**src/rtl/ifs_pkg.sv**
```systemverilog
// Package for the image format sniffer: result codes, signature tables and brand check.
package ifs_pkg;

    // Result codes carried on format_code
    typedef enum logic [2:0] {
        FMT_UNKNOWN = 3'd0,
        FMT_JPEG    = 3'd1,
        FMT_PNG     = 3'd2,
        FMT_GIF     = 3'd3,
        FMT_BMP     = 3'd4,
        FMT_TIFF    = 3'd5,
        FMT_ICO     = 3'd6,
        FMT_HEIF    = 3'd7
    } fmt_t;

    // Coarse viewer classes carried on viewer_class
    typedef enum logic [2:0] {
        CLS_UNSUPPORTED = 3'd0,
        CLS_JPEG        = 3'd1,
        CLS_PNG         = 3'd2,
        CLS_HEIF        = 3'd3,
        CLS_OTHER       = 3'd4
    } cls_t;

    // Fixed prefix signatures, one flag each
    localparam int SIG_COUNT      = 10;
    localparam int SIG_JPEG       = 0;
    localparam int SIG_PNG        = 1;
    localparam int SIG_GIF87      = 2;
    localparam int SIG_GIF89      = 3;
    localparam int SIG_BMP        = 4;
    localparam int SIG_TIFF_II_42 = 5;
    localparam int SIG_TIFF_MM_42 = 6;
    localparam int SIG_TIFF_II_43 = 7;
    localparam int SIG_TIFF_MM_43 = 8;
    localparam int SIG_ICO        = 9;

    typedef logic [SIG_COUNT-1:0] sig_flags_t;

    localparam logic [7:0] SIG_BYTES [SIG_COUNT][8] = '{
        '{8'hFF, 8'hD8, 8'hFF, 8'h00, 8'h00, 8'h00, 8'h00, 8'h00},
        '{8'h89, 8'h50, 8'h4E, 8'h47, 8'h0D, 8'h0A, 8'h1A, 8'h0A},
        '{8'h47, 8'h49, 8'h46, 8'h38, 8'h37, 8'h61, 8'h00, 8'h00},
        '{8'h47, 8'h49, 8'h46, 8'h38, 8'h39, 8'h61, 8'h00, 8'h00},
        '{8'h42, 8'h4D, 8'h00, 8'h00, 8'h00, 8'h00, 8'h00, 8'h00},
        '{8'h49, 8'h49, 8'h2A, 8'h00, 8'h00, 8'h00, 8'h00, 8'h00},
        '{8'h4D, 8'h4D, 8'h00, 8'h2A, 8'h00, 8'h00, 8'h00, 8'h00},
        '{8'h49, 8'h49, 8'h2B, 8'h00, 8'h00, 8'h00, 8'h00, 8'h00},
        '{8'h4D, 8'h4D, 8'h00, 8'h2B, 8'h00, 8'h00, 8'h00, 8'h00},
        '{8'h00, 8'h00, 8'h01, 8'h00, 8'h00, 8'h00, 8'h00, 8'h00}
    };

    localparam logic [3:0] SIG_LEN [SIG_COUNT] = '{
        4'd3, 4'd8, 4'd6, 4'd6, 4'd2, 4'd4, 4'd4, 4'd4, 4'd4, 4'd4
    };

    // Box type tag expected at bytes 4 to 7
    localparam logic [7:0] FTYP_TAG [4] = '{8'h66, 8'h74, 8'h79, 8'h70};

    // Minimum byte counts for the length-gated checks
    localparam int BMP_MIN_BYTES  = 14;
    localparam int ICO_MIN_BYTES  = 6;
    localparam int HEIF_MIN_BYTES = 12;
    localparam int HEIF_MIN_BOX   = 12;

    // Offsets of interest within the header
    localparam int ICO_SIZE_LO_POS  = 4;
    localparam int ICO_SIZE_HI_POS  = 5;
    localparam int BOX_LEN_END      = 4;
    localparam int TAG_END          = 8;
    localparam int MAJOR_BRAND_LAST = 11;
    localparam int COMPAT_FIRST_END = 19;

    localparam int BRAND_COUNT = 10;
    localparam logic [31:0] HEIF_BRANDS [BRAND_COUNT] = '{
        32'h68656963, 32'h68656978, 32'h68657663, 32'h68657678, 32'h6865696D,
        32'h68656973, 32'h6865766D, 32'h68657673, 32'h6D696631, 32'h6D736631
    };

    // True if the word is one of the known HEIF brands
    function automatic logic is_heif_brand(input logic [31:0] word);
        logic hit;
        hit = 1'b0;
        for (int k = 0; k < BRAND_COUNT; k++)
        begin
            if (HEIF_BRANDS[k] == word)
                hit = 1'b1;
        end
        return hit;
    endfunction

endpackage

```
**src/rtl/image_format_sniffer.sv**
```systemverilog
// Top level of the image format sniffer: byte-wise header scan and format decision.
//
//  Channel | Handshake          | Payload                      | Direction
//  --------+--------------------+------------------------------+----------
//  in      | in_valid, in_stall | data_byte, last_byte         | into block
//  out     | out_valid,out_stall| format_code, viewer_class    | out of block
//
// One byte is taken per cycle, back to back, unless a byte is held behind a stalled
// result. A byte passes through the input register, then the flag update and
// decision into the result register, which drives out_valid and the result.
// Reset clears the scan state and both valid registers; no clearing pass.
// A stalled result holds the pipeline; the input register still takes a byte
// while empty, so one transfer is absorbed during an output stall.
module image_format_sniffer
    import ifs_pkg::*;
#(
    parameter int unsigned MAX_SCAN_BYTES = 32'd65536
)
(
    input  logic       clk,
    input  logic       rst_n,
    input  logic       in_valid,
    output logic       in_stall,
    input  logic [7:0] data_byte,
    input  logic       last_byte,
    output logic       out_valid,
    input  logic       out_stall,
    output logic [2:0] format_code,
    output logic [2:0] viewer_class
);

    localparam int POS_W = $clog2(64'(MAX_SCAN_BYTES) + 64'd1);
    localparam int CMP_W = (POS_W > 32) ? POS_W : 32;
    localparam logic [POS_W-1:0] MAX_POS = POS_W'(MAX_SCAN_BYTES);

    // Input register
    logic       s1_valid_reg, s1_valid_next;
    logic [7:0] s1_byte_reg;
    logic       s1_last_reg;

    // Scan state
    logic [POS_W-1:0] pos_reg, pos_next;
    sig_flags_t       flags_reg, flags_next;
    logic             ico_nz_reg, ico_nz_next;
    logic [31:0]      box_len_reg, box_len_next;
    logic             tag_ok_reg, tag_ok_next;
    logic [31:0]      window_reg, window_next;
    logic             brand_reg, brand_next;

    // Result register
    logic  out_valid_reg, out_valid_next;
    fmt_t  fmt_reg, fmt_next;
    cls_t  cls_reg, cls_next;

    logic advance;
    logic s1_fire;
    logic take;
    logic end_of_file;

    // Pipeline control: stage moves when the result register can take a value
    assign advance     = !(out_valid_reg && out_stall);
    assign s1_fire     = s1_valid_reg && advance;
    assign take        = s1_fire && (pos_reg < MAX_POS);
    assign end_of_file = s1_fire && s1_last_reg;
    assign in_stall    = s1_valid_reg && !advance;

    assign s1_valid_next = in_valid ? 1'b1 : (s1_valid_reg && !advance);

    // Input register
    always_ff @(posedge clk or negedge rst_n)
    begin
        if (!rst_n)
            s1_valid_reg <= 1'b0;
        else
            s1_valid_reg <= s1_valid_next;
    end

    always_ff @(posedge clk)
    begin
        if (in_valid && !in_stall)
        begin
            s1_byte_reg <= data_byte;
            s1_last_reg <= last_byte;
        end
    end

    // Scan update for the byte in the input register
    always_comb
    begin
        logic [CMP_W-1:0] pos_ext;
        logic [CMP_W-1:0] box_ext;
        pos_ext      = CMP_W'(pos_reg);
        box_ext      = CMP_W'(box_len_reg);
        pos_next     = pos_reg;
        flags_next   = flags_reg;
        ico_nz_next  = ico_nz_reg;
        box_len_next = box_len_reg;
        tag_ok_next  = tag_ok_reg;
        window_next  = window_reg;
        brand_next   = brand_reg;
        if (take)
        begin
            for (int k = 0; k < SIG_COUNT; k++)
            begin
                if (pos_reg < POS_W'(SIG_LEN[k]) &&
                    SIG_BYTES[k][pos_reg[2:0]] != s1_byte_reg)
                    flags_next[k] = 1'b0;
            end
            if ((pos_reg == POS_W'(ICO_SIZE_LO_POS) || pos_reg == POS_W'(ICO_SIZE_HI_POS)) &&
                s1_byte_reg != 8'd0)
                ico_nz_next = 1'b1;
            if (pos_reg < POS_W'(BOX_LEN_END))
                box_len_next = {box_len_reg[23:0], s1_byte_reg};
            else if (pos_reg < POS_W'(TAG_END) &&
                     FTYP_TAG[pos_reg[1:0]] != s1_byte_reg)
                tag_ok_next = 1'b0;
            window_next = {window_reg[23:0], s1_byte_reg};
            if (pos_reg == POS_W'(MAJOR_BRAND_LAST) && is_heif_brand(window_next))
                brand_next = 1'b1;
            if (pos_reg >= POS_W'(COMPAT_FIRST_END) && pos_reg[1:0] == 2'b11 &&
                pos_ext < box_ext && is_heif_brand(window_next))
                brand_next = 1'b1;
            pos_next = pos_reg + POS_W'(1);
        end
    end

    // Decision on the state that includes the current byte
    always_comb
    begin
        logic [SIG_COUNT-1:0] hit;
        for (int k = 0; k < SIG_COUNT; k++)
            hit[k] = flags_next[k] && (pos_next >= POS_W'(SIG_LEN[k]));
        if (hit[SIG_JPEG])
            fmt_next = FMT_JPEG;
        else if (hit[SIG_PNG])
            fmt_next = FMT_PNG;
        else if (hit[SIG_GIF87] || hit[SIG_GIF89])
            fmt_next = FMT_GIF;
        else if (pos_next >= POS_W'(BMP_MIN_BYTES) && hit[SIG_BMP])
            fmt_next = FMT_BMP;
        else if (hit[SIG_TIFF_II_42] || hit[SIG_TIFF_MM_42] ||
                 hit[SIG_TIFF_II_43] || hit[SIG_TIFF_MM_43])
            fmt_next = FMT_TIFF;
        else if (pos_next >= POS_W'(ICO_MIN_BYTES) && hit[SIG_ICO] && ico_nz_next)
            fmt_next = FMT_ICO;
        else if (pos_next >= POS_W'(HEIF_MIN_BYTES) && tag_ok_next &&
                 box_len_next >= 32'(HEIF_MIN_BOX) && brand_next)
            fmt_next = FMT_HEIF;
        else
            fmt_next = FMT_UNKNOWN;

        unique case (fmt_next)
            FMT_JPEG:    cls_next = CLS_JPEG;
            FMT_PNG:     cls_next = CLS_PNG;
            FMT_HEIF:    cls_next = CLS_HEIF;
            FMT_UNKNOWN: cls_next = CLS_UNSUPPORTED;
            default:     cls_next = CLS_OTHER;
        endcase
    end

    // Scan state registers: return to reset values after the last byte
    always_ff @(posedge clk or negedge rst_n)
    begin
        if (!rst_n)
        begin
            pos_reg     <= '0;
            flags_reg   <= '1;
            ico_nz_reg  <= 1'b0;
            box_len_reg <= '0;
            tag_ok_reg  <= 1'b1;
            window_reg  <= '0;
            brand_reg   <= 1'b0;
        end
        else if (end_of_file)
        begin
            pos_reg     <= '0;
            flags_reg   <= '1;
            ico_nz_reg  <= 1'b0;
            box_len_reg <= '0;
            tag_ok_reg  <= 1'b1;
            window_reg  <= '0;
            brand_reg   <= 1'b0;
        end
        else
        begin
            pos_reg     <= pos_next;
            flags_reg   <= flags_next;
            ico_nz_reg  <= ico_nz_next;
            box_len_reg <= box_len_next;
            tag_ok_reg  <= tag_ok_next;
            window_reg  <= window_next;
            brand_reg   <= brand_next;
        end
    end

    // Result register
    assign out_valid_next = end_of_file ? 1'b1 : (out_valid_reg && out_stall);

    always_ff @(posedge clk or negedge rst_n)
    begin
        if (!rst_n)
            out_valid_reg <= 1'b0;
        else
            out_valid_reg <= out_valid_next;
    end

    always_ff @(posedge clk)
    begin
        if (end_of_file)
        begin
            fmt_reg <= fmt_next;
            cls_reg <= cls_next;
        end
    end

    assign out_valid    = out_valid_reg;
    assign format_code  = fmt_reg;
    assign viewer_class = cls_reg;

    // Position never passes the scan limit
    a_pos_limit: assert property (@(posedge clk) disable iff (!rst_n)
        64'(pos_reg) <= 64'(MAX_SCAN_BYTES))
        else $error("scan position beyond limit");

    // Last byte clears the scan and loads a result
    a_end_clears: assert property (@(posedge clk) disable iff (!rst_n)
        end_of_file |=> (pos_reg == '0) && out_valid_reg && brand_reg == 1'b0)
        else $error("scan state not cleared after last byte");

    // Viewer class agrees with the format code
    a_class_match: assert property (@(posedge clk) disable iff (!rst_n)
        out_valid_reg |-> ((fmt_reg == FMT_UNKNOWN) == (cls_reg == CLS_UNSUPPORTED)) &&
                          ((fmt_reg == FMT_HEIF) == (cls_reg == CLS_HEIF)))
        else $error("viewer class inconsistent with format code");

    // Input stalls only with a byte held behind a stalled result
    a_stall_cause: assert property (@(posedge clk) disable iff (!rst_n)
        in_stall |-> s1_valid_reg && out_valid_reg && out_stall)
        else $error("input stalled without cause");

endmodule

```
**config.mk**
```make
export PLATFORM = sky130hd
export DESIGN_NAME = image_format_sniffer
export DESIGN_NICKNAME = d
export VERILOG_FILES = /design/src/rtl/ifs_pkg.sv /design/src/rtl/image_format_sniffer.sv
export SDC_FILE = /design/constraint.sdc
export NUM_CORES = 1
export LEC_CHECK = 0
export BUFFER_PORTS_ARGS = -buffer_cell sky130_fd_sc_hd__clkbuf_2
export CORE_ASPECT_RATIO = 1.25
export CORE_UTILIZATION = 40
export CTS_CLUSTER_SIZE = 8
export DETAILED_ROUTE_END_ITERATION = 10
export HOLD_SLACK_MARGIN = 0.03
export PLACE_DENSITY = 0.59
export SLEW_MARGIN = 20
export SYNTH_ARGS = -nofsm -noshare
export SYNTH_HDL_FRONTEND = slang
export SYNTH_SLANG_ARGS = --single-unit
```
**constraint.sdc**
```tcl
create_clock -name clk -period 5.9 [get_ports clk]
set_input_delay 0.295 -clock clk [delete_from_list [all_inputs] [get_ports clk]]
set_output_delay 0.295 -clock clk [all_outputs]
set_load 0.01 [all_outputs]
```
After elaboration in Yosys (flattened, before gate mapping):

Memory sizes are Yosys's and may differ from the RTL's.
Index checks and enable logic that the tools add are counted.

* bits in registers: 103
* ROM bits: 640
* input bits: 13
* logic and storage cells: 194
* memories: 10

* add/subtract/negate cells: 1
* magnitude comparators: 18
* equality and inequality tests: 28
* muxes and demuxes: 74
* bitwise operators: 2
* reductions and logical operators: 48

Memories
* (no name shown): words 8, width 8, read ports 1, clocked after memory_dff 0, wr ports 0, line image_format_sniffer.sv:106 `SIG_BYTES[k][pos_reg[2:0]] != s1_byte_reg)`
* (no name shown): words 8, width 8, read ports 1, clocked after memory_dff 0, wr ports 0, line image_format_sniffer.sv:106
* (no name shown): words 8, width 8, read ports 1, clocked after memory_dff 0, wr ports 0, line image_format_sniffer.sv:106
* (no name shown): words 8, width 8, read ports 1, clocked after memory_dff 0, wr ports 0, line image_format_sniffer.sv:106
* (no name shown): words 8, width 8, read ports 1, clocked after memory_dff 0, wr ports 0, line image_format_sniffer.sv:106
* (no name shown): words 8, width 8, read ports 1, clocked after memory_dff 0, wr ports 0, line image_format_sniffer.sv:106
* 4 more memories

Operators with widths (count)
* $eq 31x32->1 const A: 10
* $mux 8: 22
* $mux 32: 3
* $ne 8x8->1: 11
* $ge 17x4->1 const B: 3
* $mux 24: 2
* $logic_and 1x1->1: 38
* $eq 17x3->1 const B: 2
* $ge 17x2->1 const B: 2
* $ge 17x3->1 const B: 2
* $lt 17x2->1 const B: 2
* $lt 17x3->1 const B: 2
* $mux 1: 34
* $mux 17: 2
* $ge 32x4->1 const B: 1
* $lt 17x32->1: 1
* $mux 3: 7
* $mux 10: 2
* $add 17x1->17 const B: 1
* $eq 17x4->1 const B: 1
* $ge 17x5->1 const B: 1
* $lt 17x17->1 const B: 1
* $lt 17x4->1 const B: 1
* $bmux 8 s2: 1
* 14 further kinds: 19

Longest topological paths before layout:

* depth in word-level cells: 26
* depth in mapped cells: 13
* depth with buffers taken out: 12

Worst setup path before layout:

OpenSTA, ideal clock, no wires.

* path kind: register to register
* start: register pos_reg[1]
* end: register fmt_reg[2], in the netlist format_code[2], data pin
* arrival time: 2.818 ns
* data required time: 5.631 ns
* path slack: 2.814 ns
* cell stages (with the launch flop): 12
* path through: dfrtp_1 > clkbuf_1 > inv_1 > ha_1 > or4b_2 > a31o_2 > nand4b_1 > o221ai_1 > a21bo_2 > nand2_1 > a32o_1 > nor3b_1

* longest elaborated chain between the ends: 19
* elaborated cells on any way between the ends: 134
* classes of those cells: 1 x add/sub; 16 x order compare; 15 x eq/ne; 52 x mux; 2 x bitwise; 38 x reduce/logical; 10 x memory

RTL lines
* start: declaration: line image_format_sniffer.sv:42 `logic [POS_W-1:0] pos_reg, pos_next;`
* start signal: assignment: line image_format_sniffer.sv:186 `pos_reg <= pos_next;`
* parallel branches: the longest is 18 deep, another holds $ge 32x4->1
* $mux 3 (*): line image_format_sniffer.sv:133 `if (hit[SIG_JPEG])`
* net fmt_next[2]: line image_format_sniffer.sv:52 `fmt_t fmt_reg, fmt_next;`
* end signal: assignment: line image_format_sniffer.sv:211 `fmt_reg <= fmt_next;`
* end: declaration: line image_format_sniffer.sv:52

Mark *: on every way through the listed nets, which the timed path passes. The select of a mux whose other input is x is not followed.
A chain may end at the register's enable or synchronous reset.

Worst setup path after layout:

* start: register pos_reg[1]
* end: register cls_reg[0], in the netlist viewer_class[0], data pin

* longest elaborated chain between the ends: 21
* elaborated cells on any way between the ends: 139
* classes of those cells: 1 x add/sub; 16 x order compare; 18 x eq/ne; 53 x mux; 2 x bitwise; 39 x reduce/logical; 10 x memory

RTL lines
* parallel branches: the longest is 18 deep, another holds $ge 32x4->1
* $mux 3 (*): line image_format_sniffer.sv:133
* $eq 3x3->1, or another cell as far along: line image_format_sniffer.sv:152 `unique case (fmt_next)`
* $pmux 3 s4 (*): line image_format_sniffer.sv:152
* net cls_next[0]: line image_format_sniffer.sv:53 `cls_t cls_reg, cls_next;`
* end signal: assignment: line image_format_sniffer.sv:212 `cls_reg <= cls_next;`
* end: declaration: line image_format_sniffer.sv:53

Marks and branches as above.

==> reports/qor.yml <==
critical_path:
  critPathSlowestCell: "dfrtp_1"
  path_cells: "ha_1 > and3b_1 > nand2_1 > o31ai_1 > nand3_1 > or4_1 > o31a_1 > o311ai_1 > o21ai_1 > o21bai_1"
  worst_setup_path_start_kind: "register"
  criticalPathCategory: "reg -> reg"
  slowest_delay_ns: 0.74
  worstPathArrival_ns: 4.11
  path_max_fanout: 19
  timing.critical_path.to_type: "register"
  critPathRequiredTime_ns: 6.12
flow_run:
  max_cap_viols: 0
clocking:
  clk_path_buf_depth: 2
  cts_tree: "done"
  root_buffer: "clkbuf_16"
  cts_inserted_buffers: 9
  post_cts_buffers: 0
  worst_skew_pair.late_latency_ns: 0.36
  htreeDepth: 3
  clock_sink_count: 103
  clk_pin_slew_worst_paths_ns: 0.08
synth:
  synthesis.yosys.warnings: 0
  synth.avg_cell_area_um2: 8.95
  synth_cell_types: 72
  syn_nets: 712
  ys_seq_area_frac: 0.440
  count_of_state_elements_after_synthesis: 103
  asyncSetResetFlopFracSynth: 0.854
  synth_enable_flop_cells: 15
  postSynth.topFlopCell: "dfrtp_1"
  synth_cells: 677
  synth.cell_area_um2: 6060
floorplan:
  design.die.area_um2: 15600
  starting_density_of_the_core: 0.415
  placeableCoreArea_um2: 14600
  io_pins: 21
  placementRows: 49
  chipWidth_um: 112
  die_height_um: 140
grt:
  grt_pass1_wl_mm: 27.1
  antenna_found_initial: 0
  grt-ovfl-total: 0
  groute.usage.overall: 0.220
  grt_pass1_vias: 5073
  grt_max_degree: 58
routing:
  finalWirelength_mm: 16.4
  drt_pre_antenna_iters: 8
  route.vias.total: 5158
  drt_first_iter_violations: 511
  wire_per_inst_um: 19.2
  drc_errors: 2
  drt-vias-per-instance: 6.04
  ant_nets: 0
power:
  p_per_area_nw_per_um2: 376
  irDropWorstVdd_v: 0.000169
  static_leakage_power_uw: 0.00282
  power_uw: 2460
placement:
  place_congestion: 0.869
  place.detailed.hpwl_mm: 11.3
  portBuffers: 20
min_path:
  hold_path_class: "in -> reg"
status:
  violations: "design-rule violations"
  outcome: "complete, but fails checks"
finish:
  area_growth_syn_to_layout_pct: 8.10
  nets: 706
  largest_register_ffs: 32
  layout_commonest_cell: "nand2_1"
  final_layout_size_suffix_gt1_frac: 0.0991
  mostFrequentLayoutCells: "nand2_1 (113), dfrtp_1 (77), a21oi_1 (52)"
  antenna-diode-count: 0
timing:
  grt_setup_unrepaired: "false"
  slew_violations: 0
  worst_pin_slew_ns: 0.997
  fin_worst_skew_ns: 0.0142
  finalSetupTns_ns: 0
  fin_crit_ns: 3.90
  finalSetupViolations: 0
  tcrit_tclk_final: 0.660
  final-hold-violation-count: 0
  timing.slew.headroom: 0.333
  max_clock_freq_mhz: 257
-- cell usage after synthesis (all sizes together) (7+ instances only) --
library cell | count | share of area
nand4 | 14 | 0.014
a22o | 15 | 0.022
nor4 | 13 | 0.013
dfstp | 11 | 0.048
nand2b | 8 | 0.0083
clkbuf | 42 | 0.026
o21ai | 31 | 0.026
edfxtp | 15 | 0.074
a21o | 7 | 0.0087
and3 | 11 | 0.011
xor2 | 9 | 0.013
xnor2 | 12 | 0.017
nor3 | 14 | 0.012
a22oi | 9 | 0.011
a31oi | 7 | 0.0072
inv | 23 | 0.014
nor2 | 43 | 0.027
ha | 22 | 0.045
dfrtp | 77 | 0.32
nor2b | 7 | 0.0072
nand3 | 15 | 0.012
a21oi | 52 | 0.043
nand2 | 113 | 0.070
-- through the flow --
| stage | utilization | cell area (µm²) | hold WS (ns) | setup WS [ns] | cells |
|---|---|---|---|---|---|
| after floorplan | - | 6060 | -0.000591 | 2.81 | 677 |
| after global placement | 0.429 | 6260 | 0.254 | 2.28 | 837 |
| after detailed placement | 0.429 | 6260 | 0.267 | 2.04 | 837 |
| after CTS | 0.449 | 6550 | 0.0970 | 2.04 | 854 |
| after global routing | 0.449 | 6550 | 0.0997 | 1.76 | 854 |
| final | 0.449 | 6550 | 0.102 | 2.00 | 854 |
-- layer usage --
| layer | up-vias | GRT usage | routed length, µm |
|---|---|---|---|
| met5 | - | 0 | 0 |
| met3 | 34 | 0.0340 | 678 |
| met4 | 0 | 0.0849 | 395 |
| met2 | 139 | 0.368 | 8050 |
| met1 | 2549 | 0.284 | 7290 |
| li1 | 2436 | - | - |
-- what timing repair did --
item,CTS,global route
hold buffers,1,0
endpoints found under the hold margin,31,0
resized for setup,0,0
-- layout make-up --
| cell class | instances | area [µm²] |
|---|---|---|
| Inverter | 23 | 86.3 |
| Clock buffer | 14 | 265 |
| Tap cell | 178 | 223 |
| Clock inverter | 2 | 13.8 |
| Sequential cell | 103 | 2670 |
| Multi-Input combinational cell | 506 | 3130 |
| Fill cell | 1412 | 8040 |
| Timing Repair Buffer | 28 | 165 |
-- cells by family after synthesis --
logic type	Yosys count	share of synthesized area
compound gates	169	0.188
simple gates	287	0.240
flops	103	0.440
xor+xnor	21	0.0304
buf+inv	68	0.0438
mux	7	0.0122
fa+ha+maj	22	0.0454
-- worst max-delay path, delay by kind of cell, from the launching register on --
| family | cells | cell delay [ns] |
|---|---|---|
| DFF | 1 | 0.74 |
| and+or+nand+nor | 4 | 1.15 |
| adders and majority gates | 1 | 0.42 |
| AOI/OAI and AO/OA | 5 | 1.42 |
-- path summary, 6_finish.rpt --
| kind | start | cells past startpoint | slack [ns] | end |
|---|---|---|---|---|
| setup / recovery | pos_reg[1]$_DFF_PN0_ | 10 | 2.00 | viewer_class[0]$_DFFE_PP_ |
| hold / removal | data_byte[1] | 1 | 0.10 | s1_byte_reg[1]$_DFFE_PP_ |
| setup reg to reg | pos_reg[1]$_DFF_PN0_ | 10 | 2.00 | viewer_class[0]$_DFFE_PP_ |
| hold reg to reg | flags_reg[9]$_DFF_PN1_ | 2 | 0.49 | flags_reg[9]$_DFF_PN1_ |
| max in group asynchronous | rst_n | 3 | 4.39 | box_len_reg[17]$_DFF_PN0_ |
| min in group asynchronous | rst_n | 2 | 0.41 | window_reg[20]$_DFFE_PN0P_ |
-- power breakdown --
group          switching [µW]  internal, µW  total, µW
Clock                     274           314        588
Sequential                138           872       1010
Combinational             528           337        865
(Power assumes the default switching activity.)
